## src/rtl/cht_ram.sv

```systemverilog
// ============================================================================
// Generic simple dual-port RAM
// One write port and one read port, with the read data registered.
// ============================================================================
module cht_ram #(
    parameter int WIDTH  = 8,
    parameter int DEPTH  = 16,
    parameter int ADDR_W = (DEPTH > 1) ? $clog2(DEPTH) : 1
) (
    input  logic              aclk,
    input  logic              wr_en,
    input  logic [ADDR_W-1:0] wr_addr,
    input  logic [WIDTH-1:0]  wr_data,
    input  logic [ADDR_W-1:0] rd_addr,
    output logic [WIDTH-1:0]  rd_data
);

    logic [WIDTH-1:0] mem [DEPTH];
    logic [WIDTH-1:0] rd_data_reg;

    // Write port and registered read port.
    always_ff @(posedge aclk) begin
        if (wr_en) begin
            mem[wr_addr] <= wr_data;
        end
        rd_data_reg <= mem[rd_addr];
    end

    assign rd_data = rd_data_reg;

endmodule

```

## config.mk

```make
export PLATFORM = sky130hd
export DESIGN_NAME = cht_ram
export DESIGN_NICKNAME = d
export VERILOG_FILES = /design/src/rtl/cht_ram.sv
export SDC_FILE = /design/constraint.sdc
export NUM_CORES = 1
export LEC_CHECK = 0
export BUFFER_PORTS_ARGS = -buffer_cell sky130_fd_sc_hd__clkbuf_2
export CELL_PAD_IN_SITES_DETAIL_PLACEMENT = 1
export CELL_PAD_IN_SITES_GLOBAL_PLACEMENT = 1
export CORE_MARGIN = 2
export CORE_UTILIZATION = 53
export DETAILED_ROUTE_END_ITERATION = 7
export GPL_TIMING_DRIVEN = 0
export PLACE_DENSITY_LB_ADDON = 0.05
export SLEW_MARGIN = 40
export SYNTH_ARGS = -nofsm -noshare
export SYNTH_HDL_FRONTEND = slang
export SYNTH_SLANG_ARGS = --single-unit
```

## constraint.sdc

```tcl
create_clock -name aclk -period 1.8 [get_ports aclk]
set_input_delay 0.09 -clock aclk [delete_from_list [all_inputs] [get_ports aclk]]
set_output_delay 0.09 -clock aclk [all_outputs]
set_load 0.05 [all_outputs]
```

## Word level (Yosys, flattened, before mapping)

Memory sizes are Yosys's and may differ from the RTL's. A register that Yosys moved wholly into a read port is not among the register bits.
Cells that the tools add are included.

- Bits in writable memories: 128
- Output and inout bits: 8
- Logic and storage cells: 3
- Bits of input ports: 18
- Memories kept: 1
- Register bits after elaboration: 0

Memories:

| name | words | bits a word | read ports | clocked after Yosys merged registers in | wr ports | RTL line | RTL |
|---|---|---|---|---|---|---|---|
| mem | 16 | 8 | 1 | 1 | 1 | 18 | `logic [WIDTH-1:0] mem [DEPTH];` |

- Multiplexer cells: 2

Operators by type and width:

| operator | number |
|---|---|
| $mux W1 | 2 |

## Depth between registers and ports, before layout

- Word-level depth: 2
- Mapped depth: 5
- Depth with buffers taken out: 3

## Worst setup path after synthesis

OpenSTA, ideal clock, no wires.

- Path type: input -> register
- Start point: in wr_addr[2]
- End point: mem mem[0][0], enable pin
- Arrival time: 1200 ps
- Slack: 217 ps
- Stages on the path: 2
- Data required time: 1417 ps
- Path through: or3b_2 nor3_1

RTL lines:

| element | RTL line | RTL |
|---|---|---|
| from (decl) | 12 | `input logic [ADDR_W-1:0] wr_addr,` |
| to (decl) | 18 |  |

Straight into the memory's write port.

==> summary.md <==
| Metric | Value |
|---|---|
| Per-cell routed wire length | 26.1 µm |
| Initial Utilization | 55.2% |
| Critical path peak fanout | 1 |
| Layout Nets | 290 |
| Synth Cell Area | 5150 µm² |
| Total core area | 9330 µm² |
| Met3 WL | 696 µm |
| Highest Signal Layer | met4 |
| Worst reg2reg startpoint | mem[6][2] |
| PnR Total Power | 7.61 mW |
| #FFs+latches synth | 136 |
| Critical Path Sink Type | flop |
| RSZ-0062 raised after global routing | false |
| # port buffers | 24 |
| HPWL Detailed | 6600 µm |
| M1 WL | 4850 µm |
| CTS tree | yes |
| Yosys cell types | 19 |
| Final clock skew | 6.56 ps |
| WL met2 | 5060 µm |
| Setup TNS | 0 ps |
| RD Place Congestion | 0.724 |
| Pwr dens | 1250 nW/µm² |
| P&R area growth vs syn | 18.2% |
| Hold Vio Cnt, Final | 0 |
| Sequential fraction of the synthesis area | 77.8% |
| Pre-antenna DRT Iters | 4 |
| Final Setup Violations | 0 |
| Root buffer cell | clkbuf_8 |
| Worst-skew pair later-pin latency | 510 ps |
| Max FFs per register | 128 |
| Worst Reg-to-Reg Cells | 3 |
| CP arrival | 1850 ps |
| Vias | 2464 |
| Number of H-tree levels | 4 |
| # rows | 35 |
| Total CTS buffers | 17 |
| Syn_nets | 247 |
| Initial antenna violation count | 0 |
| DRC viols | 0 |
| Yosys warning total | 0 |
| Post-DRT Antenna Nets | 0 |
| First-pass GRT wire length | 15900 µm |
| Vias/cell | 5.95 |
| Slew @ Worst Pin | 855 ps |
| Critical path origin | mem[6][2] |
| GRT overflow | 0 |
| Worst vdd ir | 0.676 mV |
| Period utilization | 80.9% |
| Share of cells above drive strength 1 | 31.6% |
| Largest net degree at the start of global routing | 17 |
| Crit start category | flop |
| Clock-pin slew on the worst setup and hold paths | 60 ps |
| Period minus WS final | 1460 ps |
| Pins over their slew limit | 0 |
| # IOs | 26 |
| Mapped Cells | 229 |
| Max-Cap Viols | 0 |
| Antenna cells | 0 |
| Die Y | 103 µm |
| Detailed Route WL | 10800 µm |
| Drt initial violations | 177 |
| Critical path type | reg2reg |
| Leakage power | 2.05 nW |
| Headroom to the max-slew limit | 42.8% |
| Die area | 10500 µm² |
| Chip width | 103 µm |
| Fmax | 686 MHz |
| Clock sink count | 136 |
| Synthesized area per cell | 22.5 µm² |
| Required time worst endpoint | 2200 ps |
| Post-CTS setup buffers | 0 |
| Setup crit end | rd_data[2] |
| CTS resizes | 0 |
| CTS Buffer Depth | 2 |
| RR Endpoint | rd_data[2] |
| Number of global-route vias before repair | 2496 |
| Gr usage total | 22.7% |
| Reg-to-reg slack, setup | 340 ps |
| CTS Hold Bufs | 0 |
| Min-Delay Path Class | in2reg |
| Outcome | complete, no violations |
## worst min path at each step
stage / depth (start not counted) / end / start
2_1_floorplan: 0 / mem[0][0] / wr_data[0]
3_3_place_gp: 1 / mem[13][1] / wr_data[1]
3_5_place_dp: 1 / mem[6][6] / wr_data[6]
4_1_cts: 1 / mem[6][6] / wr_data[6]
5_1_grt: 1 / mem[6][6] / wr_data[6]
6_report: 1 / mem[7][6] / wr_data[6]
## area by class of cell
class	instances	area, µm²
flip-flops and latches	136	4000
repair buffers	24	120
plain buffers	10	86.3
fillers	766	3240
multi-input cells	83	1080
clock buffers	21	459
well taps	129	161
clock inverters	11	170
## metrics by stage
step / setup WS [ps] / instances / hold WS, ps / area [µm²] / utilization, %
finish: 343 / 414 / 33.2 / 6080 / 65.2
global placement: -381 / 382 / 528 / 5430 / 58.2
detailed placement: -11.9 / 382 / 559 / 5450 / 58.4
floorplan: 217 / 229 / 189 / 5150 / -
CTS: 365 / 414 / 15.7 / 6080 / 65.2
global route: 284 / 414 / 37.1 / 6080 / 65.2
## Yosys cell counts
cell type        instances  area, µm²
edfxtp_1               128       3840
mux4_2                  18        405
a22oi_1                 16        120
mux4_1                  14        368
nor2_1                  13       48.8
nand2_1                  9       33.8
dfxtp_1                  8        160
nor3_1                   4       20.0
buf_2                    3       15.0
buf_6                    3       33.8
clkdlybuf4s25_2          3       30.0
nand2b_1                 2       12.5
nand3b_1                 2       15.0
and2_1                   1       6.26
and2b_1                  1       7.51
buf_4                    1       7.51
nand3_1                  1       5.00
nor2b_1                  1       6.26
or3b_2                   1       8.76
## cells in the final DEF, fill, tap and decap left out
| cell | netlist | layout |
|---|---|---|
| edfxtp_1 | 128 | 128 |
| clkbuf_2 | 0 | 24 |
| mux4_2 | 18 | 18 |
| a22oi_1 | 16 | 16 |
| clkbuf_16 | 0 | 16 |
| mux4_1 | 14 | 14 |
| nor2_1 | 13 | 11 |
| nand2_1 | 9 | 9 |
| dfxtp_1 | 8 | 8 |
| nor3_2 | 0 | 4 |
| clkbuf_8 | 0 | 4 |
| bufinv_16 | 0 | 4 |
| buf_6 | 3 | 3 |
| buf_2 | 3 | 3 |
| clkdlybuf4s25_2 | 3 | 3 |
| clkinvlp_4 | 0 | 3 |
| nand3b_1 | 2 | 2 |
| nand2b_1 | 2 | 2 |
| nor2_2 | 0 | 2 |
| clkinv_4 | 0 | 2 |
| clkinv_2 | 0 | 2 |
| nor2b_1 | 1 | 1 |
| buf_4 | 1 | 1 |
| and2_1 | 1 | 1 |
| and2b_1 | 1 | 1 |
| nand3_1 | 1 | 1 |
| or3b_2 | 1 | 1 |
| clkbuf_1 | 0 | 1 |
## cells by family after synthesis
logic type | synth area share, %
flip-flops | 77.8
AND/OR/NAND/NOR | 3.18
multiplexers | 15.0
AO/OA/AOI/OAI | 2.33
buffers and inverters | 1.68
## per-layer routing
metal  up-vias  GRT usage (%)
met5         -              0
met4         0           7.90
met3        17           7.39
met2        99           33.5
met1      1285           32.7
li1       1063              -
## critical path, stage by stage, from the launching register on
cell      delay, ps
edfxtp_1        360
mux4_1          580
a22oi_1         310
nand2_1          80
## power by group
part           internal [mW]  switching [mW]  leakage (nW)  total (mW)
clock network           2.36            1.27         0.300        3.63
logic                  0.140           0.278         0.523       0.419
registers               3.54          0.0190          1.22        3.56
No activity file was read; power rests on OpenSTA's default activity.
