**config.mk**
```make
export PLATFORM = sky130hd
export DESIGN_NAME = cht_mod
export DESIGN_NICKNAME = d
export VERILOG_FILES = /design/src/rtl/cht_pkg.sv /design/src/rtl/cht_mod.sv
export SDC_FILE = /design/constraint.sdc
export NUM_CORES = 1
export LEC_CHECK = 0
export CAP_MARGIN = 40
export CELL_PAD_IN_SITES_DETAIL_PLACEMENT = 0
export CELL_PAD_IN_SITES_GLOBAL_PLACEMENT = 1
export CORE_MARGIN = 5
export CORE_UTILIZATION = 35
export CTS_CLUSTER_SIZE = 14
export DETAILED_ROUTE_END_ITERATION = 8
export DONT_BUFFER_PORTS = 1
export GPL_ROUTABILITY_DRIVEN = 1
export PLACE_DENSITY_LB_ADDON = 0.1
export SYNTH_ARGS = -nofsm -noshare
export SYNTH_HDL_FRONTEND = slang
export SYNTH_SLANG_ARGS = --single-unit
```
**constraint.sdc**
```tcl
create_clock -name aclk -period 5.5 [get_ports aclk]
set_input_delay 0.275 -clock aclk [delete_from_list [all_inputs] [get_ports aclk]]
set_output_delay 0.275 -clock aclk [all_outputs]
set_load 0.03 [all_outputs]
```
**src/rtl/cht_pkg.sv**
```systemverilog
// ============================================================================
// Hash table package
// Shared field widths, action and status codes, and the beat types of the
// input and result channels.
// ============================================================================
package cht_pkg;

    // Fixed field widths.
    localparam int KEY_W        = 31;
    localparam int KEY_CNT_W    = $clog2(KEY_W);
    localparam int ACTION_W     = 2;
    localparam int STATUS_W     = 3;
    localparam int BUCKET_OUT_W = 6;
    localparam int POS_OUT_W    = 3;
    localparam int CFG_W        = 7;

    // Bucket count after reset.
    localparam logic [CFG_W-1:0] RESET_BUCKET_COUNT = 7'd10;

    // Action codes. The unused code behaves as a search.
    localparam logic [ACTION_W-1:0] ACT_INSERT = 2'd0;
    localparam logic [ACTION_W-1:0] ACT_SEARCH = 2'd1;
    localparam logic [ACTION_W-1:0] ACT_DELETE = 2'd2;

    // Result status codes.
    localparam logic [STATUS_W-1:0] ST_INSERTED   = 3'd0;
    localparam logic [STATUS_W-1:0] ST_FOUND      = 3'd1;
    localparam logic [STATUS_W-1:0] ST_NOT_FOUND  = 3'd2;
    localparam logic [STATUS_W-1:0] ST_DELETED    = 3'd3;
    localparam logic [STATUS_W-1:0] ST_DEL_FAILED = 3'd4;
    localparam logic [STATUS_W-1:0] ST_FULL       = 3'd5;

    // Input beat.
    typedef struct packed {
        logic [ACTION_W-1:0] action;
        logic [KEY_W-1:0]    key;
    } in_item_t;

    // Result beat.
    typedef struct packed {
        logic [KEY_W-1:0]        key_echo;
        logic [STATUS_W-1:0]     status;
        logic [BUCKET_OUT_W-1:0] bucket;
        logic [POS_OUT_W-1:0]    position;
    } out_item_t;

endpackage

```
**src/rtl/cht_mod.sv**
```systemverilog
// ============================================================================
// Iterative modulo unit
// Restoring division of a key by a small divisor, one quotient bit per
// cycle; only the remainder is kept.
// ============================================================================
module cht_mod #(
    parameter int DIV_W = 7
) (
    input  logic                     aclk,
    input  logic                     aresetn,
    input  logic                     start,
    input  logic [cht_pkg::KEY_W-1:0] dividend,
    input  logic [DIV_W-1:0]         divisor,
    output logic                     done,
    output logic [DIV_W-1:0]         remainder
);

    localparam int KW = cht_pkg::KEY_W;
    localparam int CW = cht_pkg::KEY_CNT_W;

    logic          busy_reg, busy_next;
    logic          done_reg, done_next;
    logic [CW-1:0] cnt_reg, cnt_next;
    logic [KW-1:0] num_reg, num_next;
    logic [DIV_W-1:0] den_reg, den_next;
    logic [DIV_W-1:0] rem_reg, rem_next;

    logic [DIV_W:0] trial;
    logic [DIV_W:0] diff;
    logic           fits;

    // One restoring step: bring down the next dividend bit and subtract
    // the divisor when it fits.
    assign trial = {rem_reg, num_reg[KW-1]};
    assign diff  = trial - {1'b0, den_reg};
    assign fits  = (trial >= {1'b0, den_reg});

    always_comb begin
        busy_next = busy_reg;
        done_next = 1'b0;
        cnt_next  = cnt_reg;
        num_next  = num_reg;
        den_next  = den_reg;
        rem_next  = rem_reg;
        if (start) begin
            busy_next = 1'b1;
            cnt_next  = '0;
            num_next  = dividend;
            den_next  = divisor;
            rem_next  = '0;
        end else if (busy_reg) begin
            rem_next = fits ? diff[DIV_W-1:0] : trial[DIV_W-1:0];
            num_next = {num_reg[KW-2:0], 1'b0};
            cnt_next = cnt_reg + 1'b1;
            if (cnt_reg == CW'(KW - 1)) begin
                busy_next = 1'b0;
                done_next = 1'b1;
            end
        end
    end

    // Control state.
    always_ff @(posedge aclk) begin
        if (!aresetn) begin
            busy_reg <= 1'b0;
            done_reg <= 1'b0;
        end else begin
            busy_reg <= busy_next;
            done_reg <= done_next;
        end
    end

    // Datapath registers.
    always_ff @(posedge aclk) begin
        cnt_reg <= cnt_next;
        num_reg <= num_next;
        den_reg <= den_next;
        rem_reg <= rem_next;
    end

    assign done      = done_reg;
    assign remainder = rem_reg;

endmodule

```
# Word-level counts from Yosys, hierarchy flattened
# Cells that the tools add are included.
[word_totals]
out_inout_bits = 8
register_bits = 52
wordCells = 21
in_bits = 41
[classes]
reduce_logical = 2
n_mux = 7
eq_ne = 1
addsub = 2
magnitude_cmp = 1
bitwise_logic = 2
[ops]
columns = ["op", "count"]
rows = [
  ["$mux W31", 2],
  ["$ge A8 B7 Y1", 1],
  ["$mux W7", 1],
  ["$sub A7 B7 Y7", 1],
  ["$add A5 B1 Y5 const B", 1],
  ["$eq A5 B5 Y1 const B", 1],
  ["$mux W1", 4],
  ["$reduce_or A3 Y1", 1],
  ["$not A1 Y1", 2],
  ["$reduce_bool A2 Y1", 1],
]

# Logic depth before layout (Yosys ltp)
[depth]
ltp_word = 4
ltp_mapped = 9
ltp_nobuf = 8

# Least setup slack after synthesis
# No wires, ideal clock.
[synth_path]
kind = "register to register"
start = "register rem_reg[0] (netlist: remainder[0])"
end = "register rem_reg[2] (netlist: remainder[2])"
setup_slack_ns = 3.521
period_less_slack_ns = 1.979
t_arrival_ns = 1.860
stages_incl_launch_ff = 7
n_path_buf = 1
required_ns = 5.380
setup_time_ns = 0.120
cell_sequence = "dfxtp_1 > fa_1 > a211oi_2 > or3_1 > buf_6 > and3_4 > a211o_1"
[synth_between]
elab_chain_cells = 2
elab_cells_between_ends = 3
classes_between = "add/sub (1); order compare (1); mux (1)"
[synth_lines]
columns = ["item", "line_no", "rtl"]
rows = [
  ["start: declaration", "cht_mod.sv:26", "logic [DIV_W-1:0] rem_reg, rem_next;"],
  ["start signal: assignment", "cht_mod.sv:78", "rem_reg <= rem_next;"],
  ["$sub A7 B7 Y7 or $ge A8 B7 Y1 (tied branches)", "cht_mod.sv:35, cht_mod.sv:36", ""],
  ["$mux W7 *", "cht_mod.sv:52", "rem_next = fits ? diff[DIV_W-1:0] : trial[DIV_W-1:0];"],
]
# Mark *: on every way between the ends. The rest lies on a longest branch, timed or not.
# A chain may end at the register's enable or synchronous reset.

# Worst setup path in the final report
[layout_path]
start = "register rem_reg[4] (netlist: remainder[4])"
end = "register rem_reg[0] (netlist: remainder[0])"
[layout_between]
elab_chain_cells = 2
[layout_lines]
columns = ["item", "line_no", "rtl"]
rows = [
  ["$ge A8 B7 Y1", "cht_mod.sv:36", "assign fits = (trial >= {1'b0, den_reg});"],
  ["$mux W7", "cht_mod.sv:52", ""],
]
# Every way passes these cells.

==> results.cfg <==
[critical_path]
crit_path_end_kind = flip-flop
path_max_fanout = 9
cp.required_ns = 5.65
cp.arrival_ns = 2.45
crit-reg2reg-launch = remainder[4]$_SDFFE_PP0P_
regToRegEndpoint = remainder[0]$_SDFFE_PP0P_
r2r_setup_slack_ns = 3.20
crit_type = reg2reg
startpoint_type = flip-flop
crit_path_start = remainder[4]$_SDFFE_PP0P_
reg2regPathDepth = 5

[sta]
fmax_mhz = 435
tns_ns = 0
finalHoldViolations = 0
rsz0062_at_grt = no
post-route-period-util_pct = 41.8
setup_violations = 0
whs_ns = 0.0586
worst_pin_slew_ns = 0.785
drv_slew = 0
slew_headroom_pct = 47.6
skew_ns = 0.00889
fin_crit_ns = 2.30

[detailed_routing]
avgRoutedWirePerCell_um = 15.6
postRouteAntennaNets = 0
drc = 0
via_count = 1531
routed_wl_um = 4690
drt_iter0_drc = 40
via_per_inst = 5.10
dr.pass1.iters = 4

[global_routing]
grt_antenna_before_repair = 0
grt_pass1_vias = 1599
gr-total-overflow = 0
grt_max_degree = 59
grt_usage_pct = 10.7
grt_pass1_wl_um = 7570

[final_layout]
final_cell_mix = edfxtp_1 (38), mux2_2 (30), nor2_1 (16)
final_common_cell = edfxtp_1
layout-drive-gt1-share_pct = 21.9
final_nets = 251
area_delta_synth_final_pct = 6.31
regArea_mm2 = 0.00142
largest_reg_flops = 31
antennaDiodeCount = 0
nFillCells = 700
multiInputGateArea_mm2 = 0.00104

[clock_tree]
htreeDepth = 2
insertion_delay_ns = 0.30
cts.clk_slew.worst_paths_ns = 0.10
clkSinkCount = 52
clockBufferDepth = 2
cts_made_buffers = 5
cts-root-buf = clkbuf_8
holdBufCountCts = 0
cts_tree = done
cts_resized = 0
postCtsSetupBuffers = 0

[outcome]
status = finished clean

[power]
power_leakage_nw = 0.977
power.density_mw_per_mm2 = 291
vdd_drop_max_mv = 0.131

[synthesis]
async_flop_share_pct = 0
synth_area_per_cell_um2 = 12.5
syn-instance-count = 204
yosys_warnings = 0
syn_nets = 255
synth_edf_count = 38
yosysUniqueCellTypes = 39
ys.flop_type = edfxtp_1
yosysSeqAreaShare_pct = 55.6
synth.ff_latch_count = 52
synth_area_mm2 = 0.00256

[floorplan]
core_area_mm2 = 0.00718
initial_utilization_pct = 35.7
core.rowCount = 31
die_w_um = 95.5
die_h_um = 95.5
dieArea_mm2 = 0.00912
ios = 49

[min_path]
hold_depth = 1
min_path_type = in2reg
min_from = start
hold_end = cnt_reg[0]$_SDFFE_PP0P_

[run]
drv_cap = 0

[place]
gp_congestion = 0.773
port_buffers = 0
dp_hpwl_um = 3350
worst max-delay path, stage by stage, from the launching register on:
cell and delay (ns):
dfxtp_1 0.58, ha_1 0.38, a21o_1 0.20, a211oi_2 0.55
and3_4 0.34, a311oi_1 0.09
synth_stat cells (2+ instances only):
cell	instances	area (um2)
nand4_1	4	25.0
ha_1	9	113
inv_1	13	48.8
a21o_1	2	15.0
dfxtp_1	14	280
nor3b_1	8	60.1
mux2_2	30	338
a211oi_1	3	22.5
a211oi_2	2	25.0
nor2_1	16	60.1
nand3_1	2	10.0
a41oi_1	4	35.0
xnor2_1	3	26.3
nand2b_1	3	18.8
a311oi_1	4	35.0
edfxtp_1	38	1140
xor2_1	3	26.3
clkbuf_1	10	37.5
o21ai_0	6	30.0
nand2_1	8	30.0
o31ai_1	2	15.0
or2_2	2	12.5
o21bai_1	2	15.0
through the flow:
stage / worst slack, ns / util [%] / total power, mW / instance area (um2) / instances
final: 3.20 / 37.9 / 0.791 / 2720 / 300
after detailed placement: 3.27 / 36.7 / 0.582 / 2630 / 292
after global placement: 3.29 / 36.7 / 0.581 / 2630 / 292
after floorplan: 3.52 / - / 0.567 / 2560 / 204
after global routing: 3.03 / 37.9 / 0.832 / 2720 / 300
after CTS: 3.23 / 37.9 / 0.802 / 2720 / 300
cell families (layout without fill, tap and decap cells):
group / after synthesis / count (layout) / share of synthesized area (%)
AO/OA/AOI/OAI: 32 / 32 / 9.68
XOR/XNOR: 6 / 6 / 2.05
adder cells (fa/ha/maj): 10 / 10 / 5.18
buffers and inverters: 24 / 21 / 3.81
flip-flops: 52 / 52 / 55.5
multiplexers: 30 / 30 / 13.2
AND/OR/NAND/NOR: 50 / 50 / 10.5
where the power goes:
part / switching, mW / total, mW / internal [mW]
registers: 0.0213 / 0.481 / 0.460
logic: 0.0445 / 0.0919 / 0.0475
clock network: 0.129 / 0.218 / 0.0893
how the worst max path moves through the flow:
stage / cells past startpoint / endpoint / slack (ns)
global route: 8 / remainder[0]$_SDFFE_PP0P_ / 3.03
floorplan: 6 / remainder[2]$_SDFFE_PP0P_ / 3.52
global placement: 5 / remainder[1]$_SDFFE_PP0P_ / 3.29
CTS: 5 / remainder[0]$_SDFFE_PP0P_ / 3.23
detailed placement: 5 / remainder[0]$_SDFFE_PP0P_ / 3.27
finish: 5 / remainder[0]$_SDFFE_PP0P_ / 3.20
cell type report:
cell class,instances,area share [%]
Sequential cell,52,52.3
Multi-Input combinational cell,128,38.2
Tap cell,99,4.55
Clock buffer,5,2.53
Inverter,13,1.79
Clock inverter,3,0.644
layer usage:
| layer | share of wire, % | global-route usage (%) | wire, um |
|---|---|---|---|
| met5 | 0 | 0 | 0 |
| met4 | 1.1 | 3.55 | 53 |
| met3 | 8.5 | 5.76 | 398 |
| met2 | 47 | 16.9 | 2190 |
| met1 | 44 | 12.6 | 2050 |
No activity file was read; power rests on OpenSTA's default activity.
